==> src/design/ckp_pkg.sv <==
package ckp_pkg;

    localparam int BASE_CHAR_W  = 8;
    localparam int KMER_LEN_W   = 6;
    localparam int CODE_FIELD_W = 64;
    localparam int M_TDATA_W    = 3 * CODE_FIELD_W;
    localparam int MAX_KMER_DEF = 32;
    localparam int KMER_RESET   = 32;

    localparam logic [BASE_CHAR_W-1:0] CHAR_G_UC = 8'h47;
    localparam logic [BASE_CHAR_W-1:0] CHAR_G_LC = 8'h67;
    localparam logic [BASE_CHAR_W-1:0] CHAR_A_UC = 8'h41;
    localparam logic [BASE_CHAR_W-1:0] CHAR_A_LC = 8'h61;
    localparam logic [BASE_CHAR_W-1:0] CHAR_T_UC = 8'h54;
    localparam logic [BASE_CHAR_W-1:0] CHAR_T_LC = 8'h74;
    localparam logic [BASE_CHAR_W-1:0] CHAR_C_UC = 8'h43;
    localparam logic [BASE_CHAR_W-1:0] CHAR_C_LC = 8'h63;

    localparam logic [1:0] CODE_G = 2'd0;
    localparam logic [1:0] CODE_A = 2'd1;
    localparam logic [1:0] CODE_T = 2'd2;
    localparam logic [1:0] CODE_C = 2'd3;

    typedef struct packed {
        logic       bad;
        logic [1:0] code;
    } base_code_t;

    // unknown characters pack as C and raise the flag
    function automatic base_code_t map_base(input logic [BASE_CHAR_W-1:0] ch);
        base_code_t r;
        r.bad = 1'b0;
        unique case (ch)
            CHAR_G_UC, CHAR_G_LC: r.code = CODE_G;
            CHAR_A_UC, CHAR_A_LC: r.code = CODE_A;
            CHAR_T_UC, CHAR_T_LC: r.code = CODE_T;
            CHAR_C_UC, CHAR_C_LC: r.code = CODE_C;
            default: begin
                r.code = CODE_C;
                r.bad  = 1'b1;
            end
        endcase
        return r;
    endfunction

endpackage

==> src/design/canonical_kmer_packer_unit.sv <==
// channel   direction  tdata (lsb up)                               tuser
// s_        in         base_char[7:0]                               -
// m_        out        forward[63:0] revcomp[127:64] canon[191:128] has_invalid
// cfg_      in         kmer_size[5:0] on cfg_wdata, cfg_we strobe   -
//
// one word per cycle in and out while the output is not stalled; a base is
// held in the input register, and the k-mer result is loaded into the output
// register when its last base leaves the input register (no bubbles)
// the only combinational depth is the base map, a two-bit shift, a lane
// decode for the reverse complement and one 2*MAX_KMER-bit compare
// aresetn (synchronous, active low) empties both registers, clears the
// accumulators and sets kmer_size to its reset value
// a stalled result blocks only the word that would complete the next k-mer
module canonical_kmer_packer_unit #(
    parameter int MAX_KMER = ckp_pkg::MAX_KMER_DEF
) (
    input  logic                             aclk,
    input  logic                             aresetn,
    // configuration: kmer_size
    input  logic                             cfg_we,
    input  logic [ckp_pkg::KMER_LEN_W-1:0]   cfg_wdata,
    // input words
    input  logic                             s_tvalid,
    output logic                             s_tready,
    input  logic [ckp_pkg::BASE_CHAR_W-1:0]  s_tdata,   // base_char
    // result words
    output logic                             m_tvalid,
    input  logic                             m_tready,
    output logic [ckp_pkg::M_TDATA_W-1:0]    m_tdata,   // forward, revcomp, canonical
    output logic                             m_tuser    // has_invalid
);
    import ckp_pkg::*;

    localparam int ACC_W = 2 * MAX_KMER;
    localparam int CNT_W = $clog2(MAX_KMER + 1);
    localparam int LEN_RESET = (KMER_RESET > MAX_KMER) ? MAX_KMER : KMER_RESET;

    // effective length, already clamped to 1..MAX_KMER
    logic [CNT_W-1:0]       len_reg;

    // input register
    logic                   in_valid_reg;
    logic [BASE_CHAR_W-1:0] in_char_reg;

    // k-mer accumulators
    logic [ACC_W-1:0]       fwd_reg, fwd_next;
    logic [ACC_W-1:0]       rev_reg, rev_next;
    logic [CNT_W-1:0]       count_reg, count_next;
    logic                   invalid_reg, invalid_next;

    // output register
    logic                   out_valid_reg;
    logic [M_TDATA_W-1:0]   out_data_reg;
    logic                   out_invalid_reg;

    base_code_t             base;
    logic [1:0]             comp;
    logic                   done;
    logic                   advance;
    logic [ACC_W-1:0]       rev_shift;
    logic [ACC_W-1:0]       canon;

    always_comb begin
        base       = map_base(in_char_reg);
        comp       = 2'd3 - base.code;
        fwd_next   = (fwd_reg << 2) | ACC_W'(base.code);
        rev_shift  = rev_reg >> 2;
        // the new complement lands in the lane of the k-th base
        for (int i = 0; i < MAX_KMER; i++) begin
            rev_next[2*i +: 2] = rev_shift[2*i +: 2]
                | ((CNT_W'(i + 1) == len_reg) ? comp : 2'd0);
        end
        count_next   = count_reg + CNT_W'(1);
        invalid_next = invalid_reg | base.bad;
        done         = (count_next >= len_reg);
        canon        = (rev_next > fwd_next) ? rev_next : fwd_next;
    end

    // a word that completes a k-mer needs room in the output register
    assign advance  = in_valid_reg && (!done || !out_valid_reg || m_tready);
    assign s_tready = !in_valid_reg || advance;

    always_ff @(posedge aclk) begin
        if (!aresetn) begin
            len_reg <= CNT_W'(LEN_RESET);
        end else if (cfg_we) begin
            if (cfg_wdata == '0) begin
                len_reg <= CNT_W'(1);
            end else if (int'(cfg_wdata) > MAX_KMER) begin
                len_reg <= CNT_W'(MAX_KMER);
            end else begin
                len_reg <= CNT_W'(cfg_wdata);
            end
        end
    end

    always_ff @(posedge aclk) begin
        if (!aresetn) begin
            in_valid_reg <= 1'b0;
        end else if (s_tready) begin
            in_valid_reg <= s_tvalid;
        end
    end

    always_ff @(posedge aclk) begin
        if (s_tready && s_tvalid) begin
            in_char_reg <= s_tdata;
        end
    end

    // accumulators restart after each k-mer and on a length write
    always_ff @(posedge aclk) begin
        if (!aresetn || cfg_we) begin
            fwd_reg     <= '0;
            rev_reg     <= '0;
            count_reg   <= '0;
            invalid_reg <= 1'b0;
        end else if (advance) begin
            if (done) begin
                fwd_reg     <= '0;
                rev_reg     <= '0;
                count_reg   <= '0;
                invalid_reg <= 1'b0;
            end else begin
                fwd_reg     <= fwd_next;
                rev_reg     <= rev_next;
                count_reg   <= count_next;
                invalid_reg <= invalid_next;
            end
        end
    end

    always_ff @(posedge aclk) begin
        if (!aresetn) begin
            out_valid_reg <= 1'b0;
        end else if (advance && done) begin
            out_valid_reg <= 1'b1;
        end else if (m_tready) begin
            out_valid_reg <= 1'b0;
        end
    end

    always_ff @(posedge aclk) begin
        if (advance && done) begin
            out_data_reg    <= {CODE_FIELD_W'(canon), CODE_FIELD_W'(rev_next),
                                CODE_FIELD_W'(fwd_next)};
            out_invalid_reg <= invalid_next;
        end
    end

    assign m_tvalid = out_valid_reg;
    assign m_tdata  = out_data_reg;
    assign m_tuser  = out_invalid_reg;

    // a partial k-mer never reaches the length
    a_count_below_len: assert property (@(posedge aclk) disable iff (!aresetn)
        count_reg < len_reg)
        else $error("base count reached k-mer length");

    // canonical word is one of the two codes
    a_canon_pick: assert property (@(posedge aclk) disable iff (!aresetn)
        m_tvalid |-> (m_tdata[3*CODE_FIELD_W-1:2*CODE_FIELD_W] == m_tdata[CODE_FIELD_W-1:0])
                  || (m_tdata[3*CODE_FIELD_W-1:2*CODE_FIELD_W]
                      == m_tdata[2*CODE_FIELD_W-1:CODE_FIELD_W]))
        else $error("canonical word matches neither strand");

    // a held base waits in the input register untouched
    a_in_hold: assert property (@(posedge aclk) disable iff (!aresetn)
        in_valid_reg && !s_tready |=> in_valid_reg && $stable(in_char_reg))
        else $error("stalled base lost or changed");

    // a length write starts a fresh k-mer
    a_cfg_clear: assert property (@(posedge aclk) disable iff (!aresetn)
        cfg_we |=> count_reg == '0 && !invalid_reg)
        else $error("k-mer state not cleared by length write");

endmodule

==> config.mk <==
export PLATFORM = sky130hd
export DESIGN_NAME = canonical_kmer_packer_unit
export DESIGN_NICKNAME = d
export VERILOG_FILES = /design/src/design/ckp_pkg.sv /design/src/design/canonical_kmer_packer_unit.sv
export SDC_FILE = /design/constraint.sdc
export NUM_CORES = 1
export LEC_CHECK = 0
export ABC_CLOCK_PERIOD_IN_PS = 12200
export BUFFER_PORTS_ARGS = -buffer_cell sky130_fd_sc_hd__buf_2
export CORE_ASPECT_RATIO = 1.25
export CORE_MARGIN = 4
export CORE_UTILIZATION = 50
export DETAILED_ROUTE_END_ITERATION = 8
export GPL_ROUTABILITY_DRIVEN = 0
export HOLD_SLACK_MARGIN = 0.06
export PLACE_DENSITY = 0.74
export SLEW_MARGIN = 10
export SYNTH_ARGS = -nofsm -noshare
export SYNTH_HDL_FRONTEND = slang
export SYNTH_SLANG_ARGS = --single-unit
==> constraint.sdc <==
create_clock -name aclk -period 12.2 [get_ports aclk]
set_input_delay 2.44 -clock aclk [delete_from_list [all_inputs] [get_ports aclk]]
set_output_delay 2.44 -clock aclk [all_outputs]
set_load 0.02 [all_outputs]
Yosys cells after proc, flatten, opt, wreduce, memory -nomap -nowiden

Index checks and enable logic that the tools add are counted.
Widths: inputs -> output; s select.

Register bits: 342
Output and inout bits: 195
Input bits: 19
Word-level logic and storage cells: 148

Reductions and logical operators: 17
Order comparisons: 3
Add/subtract/negate cells: 2
Equal/unequal tests: 40
Bitwise logic cells: 33
Muxes and demuxes: 43

Operators with widths:

| cell                | number |
|---|---|
| $mux 64             | 2 |
| $eq 5x6->1 const A  | 16 |
| $eq 8x7->1 const B  | 8 |
| $gt 64x64->1        | 1 |
| $mux 2              | 32 |
| $or 64x2->64        | 1 |
| $mux 62             | 1 |
| $or 2x2->2          | 31 |
| $eq 4x6->1 const A  | 8 |
| $eq 3x6->1 const A  | 4 |
| $mux 6              | 3 |
| $eq 2x6->1 const A  | 2 |
| $reduce_or 8->1     | 1 |
| $add 6x1->6 const B | 1 |
| $eq 1x6->1 const A  | 1 |
| $eq 6x6->1 const A  | 1 |
| $ge 6x6->1          | 1 |
| $gt 6x6->1 const B  | 1 |
| $logic_not 6->1     | 1 |
| $pmux 2 s3          | 1 |
| $reduce_or 2->1     | 3 |
| $logic_not 1->1     | 4 |
| $logic_or 1x1->1    | 4 |
| $mux 1              | 4 |
| 4 further kinds     | 6 |

Longest topological paths before layout

Depth after elaboration: 8
Mapped depth: 16

Worst setup path after synthesis

Ideal clock, no wire load.

Path type: in2reg
Start: input m_tready
End: register out_data_reg[0] (netlist: m_tdata[0]), enable pin
Path buffers: 0
Stages on the path: 3
Arrival time: 11.988 ns
Slack: -0.601 ns
Required time: 11.387 ns
Path through: nor2b_1 nand2b_1 a21oi_1

Longest elaborated chain between the ends: 3

RTL lines:

| what                 | RTL line                          | RTL |
|---|---|---|
| start, declared      | canonical_kmer_packer_unit.sv:28  | `input logic m_tready,` |
| $logic_or 1x1->1     | canonical_kmer_packer_unit.sv:80  | `assign advance = in_valid_reg && (!done \|\| !out_valid_reg \|\| m_tready);` |
| $logic_and 1x1->1    | canonical_kmer_packer_unit.sv:80  |  |
| $logic_and 1x1->1    | canonical_kmer_packer_unit.sv:144 | `if (advance && done) begin` |
| end signal, assigned | canonical_kmer_packer_unit.sv:145 | `out_data_reg <= {CODE_FIELD_W'(canon), CODE_FIELD_W'(rev_next),` |
| end, declared        | canonical_kmer_packer_unit.sv:53  | `logic [M_TDATA_W-1:0] out_data_reg;` |

No other way between the ends.
A chain may end at the register's enable or synchronous reset.

==> impl_metrics.tcl <==
set metrics [dict create \
    status "finished clean" \
    cap_violations 0 \
    drc_errors 0 \
    comb_power_share 0.025 \
    wire_per_inst_um 19.4 \
    firstDrtPassIters 5 \
    fin_nets 1280 \
    synth-compound-area-share 0.148 \
    async_reset_ff_frac 0 \
    critPathRequiredTime_ns 12.50 \
    synth-simple-area-share 0.0441 \
    drt_iter0_markers 480 \
    cts_tree "yes" \
    placed_area_mm2 0.0152 \
    die_w_um 157 \
    multi_input_area_mm2 0.00458 \
    cp_slowest_stage_delay_ns 0.97 \
    final_area_mm2 0.0163 \
    layout-drive-gt1-share 0.290 \
    startpoint "in_char_reg[3]" \
    rr_worst_depth 14 \
    fill_cells 2114 \
    rr_endpoint "m_tdata[129]" \
    grt_max_degree 195 \
    r2r_start "in_char_reg[3]" \
    synth.distinct_cells 45 \
    cts_setup_buffers 0 \
    crit_top_cell "buf_4" \
    dpl.hpwl_um 20500 \
    fin_skew_ns 0.0261 \
    critical_path.slowest_cell "nor3_2" \
    numPortBuffers 212 \
    cts_sinks 339 \
    endpoint_kind "flip-flop" \
    largest_reg_flops 192 \
    core_area_mm2 0.0271 \
    synth_fa_ha_area_frac 0.0642 \
    yosysWarnings 0 \
    fin_crit_ns 5.79 \
    viasPerCell 5.58 \
    synth-xor-area-share 0.00316 \
    postSynthCellCount 975 \
    grt_pass1_wl_um 47800 \
    intPower_mw 1.82 \
    io_pins 214 \
    ys_ff_latch 339 \
    htreeDepth 1 \
    crit_chain "nor3b_1 -> nand3_1 -> nor3_2 -> a21o_1 -> ha_1 -> nand4_1 -> nor3_1 -> a21boi_0 -> or4b_1 -> a21oi_2 -> a21oi_4 -> buf_4 -> buf_4 -> mux2_2" \
    crit_family "simple AND/OR/NAND/NOR gates" \
    ant_nets 0 \
    numCtsBuffers 31 \
    seq_area_frac_synth 0.635 \
    clockRootBuffer "clkbuf_16" \
    dieArea_mm2 0.0304 \
    ir_drop_uv 141 \
    cts_hold_buf 0 \
    max_freq_ghz 0.173 \
    ctsResizeCount 0 \
    power.switching_mw 0.469 \
    grt-ovfl-total 0 \
    p_leak_nw 7.04 \
    wl_um 30200 \
    finalPower_mw 2.29 \
    synth.mux.area_fraction 0.0688 \
    grt_use_total 0.194 \
    post-place-ws_ns 6.33 \
    synth_edf_count 200 \
    clkTransAtPathRegs_ns 0.07 \
    rsz0062_at_grt "no" \
    syn_area_mm2 0.0138 \
    dieHeight_um 194 \
    crit_fanout 37 \
    vias 8711 \
    powerDensity_mw_per_mm2 140 \
    fin_crit_sh 0.475 \
    area_growth_pct 17.9 \
    cp.arrival_ns 6.09 \
    drv_slew 0 \
    crit_path_end "m_tdata[129]" \
    clkPwrFrac 0.444 \
    fp-row-count 67 \
    synth_top_family_by_area "compound AO/OA/AOI/OAI gates" \
    setup_ws_ns 6.41 \
    start_util 0.511 \
    worst-path-buf-inv 2 \
    finalSetupTns_ns 0 \
    max_slew_margin 0.262 \
    criticalPathCategory "reg2reg" \
    syn_nets 1065 \
    grt_pass1_vias 8764 \
    tightest_slew_ns 1.10 \
    hold_viol 0 \
    seqPwrFrac 0.531 \
    seq_area_mm2 0.00879 \
    utilization 0.603 \
    clock_latency_ns 0.57 \
    finalSetupViolCount 0 \
    crit_path_start_kind "flip-flop" \
    avgSynthCellArea_um2 14.2 \
    hold_path.class "reg2reg" \
    switching_share 0.205 \
    clockBufferDepth 3 \
    crit_cells 14 \
    synth_ff_type "edfxtp_1" \
    regToRegSetupSlack_ns 6.41 \
    antenna_found_initial 4 \
]
-- power groups by stage --
stage / Clock, mW / Combinational [mW] / Sequential, mW
final: 1.02 / 0.0562 / 1.22
after global routing: 1.09 / 0.0613 / 1.22
after CTS: 1.04 / 0.0569 / 1.22
after detailed placement: 0 / 0.0567 / 1.24
after global placement: 0 / 0.0560 / 1.24
after floorplan: 0 / 0.0309 / 1.25
-- cells in the final DEF (no fill, tap or decap), types with 6 or more instances in the layout --
cell       instances
a22o_1           127
nand4_1           12
mux2_4            59
nor3_1             8
clkbuf_16         32
nor2b_1            7
a21oi_1           26
nand2_1           29
o21ai_0           14
ha_1              71
dfxtp_1          139
nand3_1           12
clkinv_2           8
buf_2            212
a21o_1            69
edfxtp_1         200
nand2b_1           6
buf_4              8
inv_1             75
nor2_1            21
-- synthesized netlist by cell type, drive strengths merged, types with 14 or more instances --
library cell	n	area share
a21o	69	0.037
nand2	29	0.0079
buf	21	0.012
nor2	21	0.0057
edfxtp	200	0.43
a21oi	30	0.012
ha	71	0.064
a22o	127	0.080
mux2	64	0.068
dfxtp	139	0.20
o21ai	14	0.0051
inv	75	0.020
clkbuf	18	0.0049
-- cell families after synthesis --
group	count (synthesis)
AND/OR/NAND/NOR	118
adder cells (fa/ha/maj)	71
XOR/XNOR	5
flip-flops	339
multiplexers	65
AO/OA/AOI/OAI	263
buffers and inverters	114
-- area by class of cell --
class | count | area share
inverters | 75 | 0.0172
flip-flops and latches | 339 | 0.538
clock buffers | 38 | 0.0531
clock inverters | 20 | 0.0137
well taps | 345 | 0.0264
diodes | 2 | 0.000307
multi-input cells | 522 | 0.281
repair buffers | 221 | 0.0699
-- how the worst min path moves through the flow --
stage / depth (start not counted) / end / from
floorplan: 1 / rev_reg[2] / rev_reg[2]
global route: 1 / rev_reg[32] / rev_reg[32]
global placement: 1 / rev_reg[60] / rev_reg[60]
finish: 1 / rev_reg[45] / rev_reg[45]
CTS: 1 / rev_reg[45] / rev_reg[45]
detailed placement: 1 / rev_reg[51] / rev_reg[51]
-- layer usage --
layer  vias to the layer above  routed length, um  global-route usage  share of wire
li1                       4127                  -                   -              -
met1                      4283              12200               0.241           0.40
met2                       232              15500               0.337           0.51
met3                        63               1830              0.0449          0.060
met4                         6                712              0.0540          0.024
met5                         -                 29                   0        0.00096
-- metrics by stage --
step           instances  hold slack (ns)
6_report            1562            0.474
5_1_grt             1560            0.495
4_1_cts             1560            0.479
3_5_place_dp        1502            0.459
3_3_place_gp        1502            0.458
2_1_floorplan        975            0.443
(Power assumes the default switching activity.)
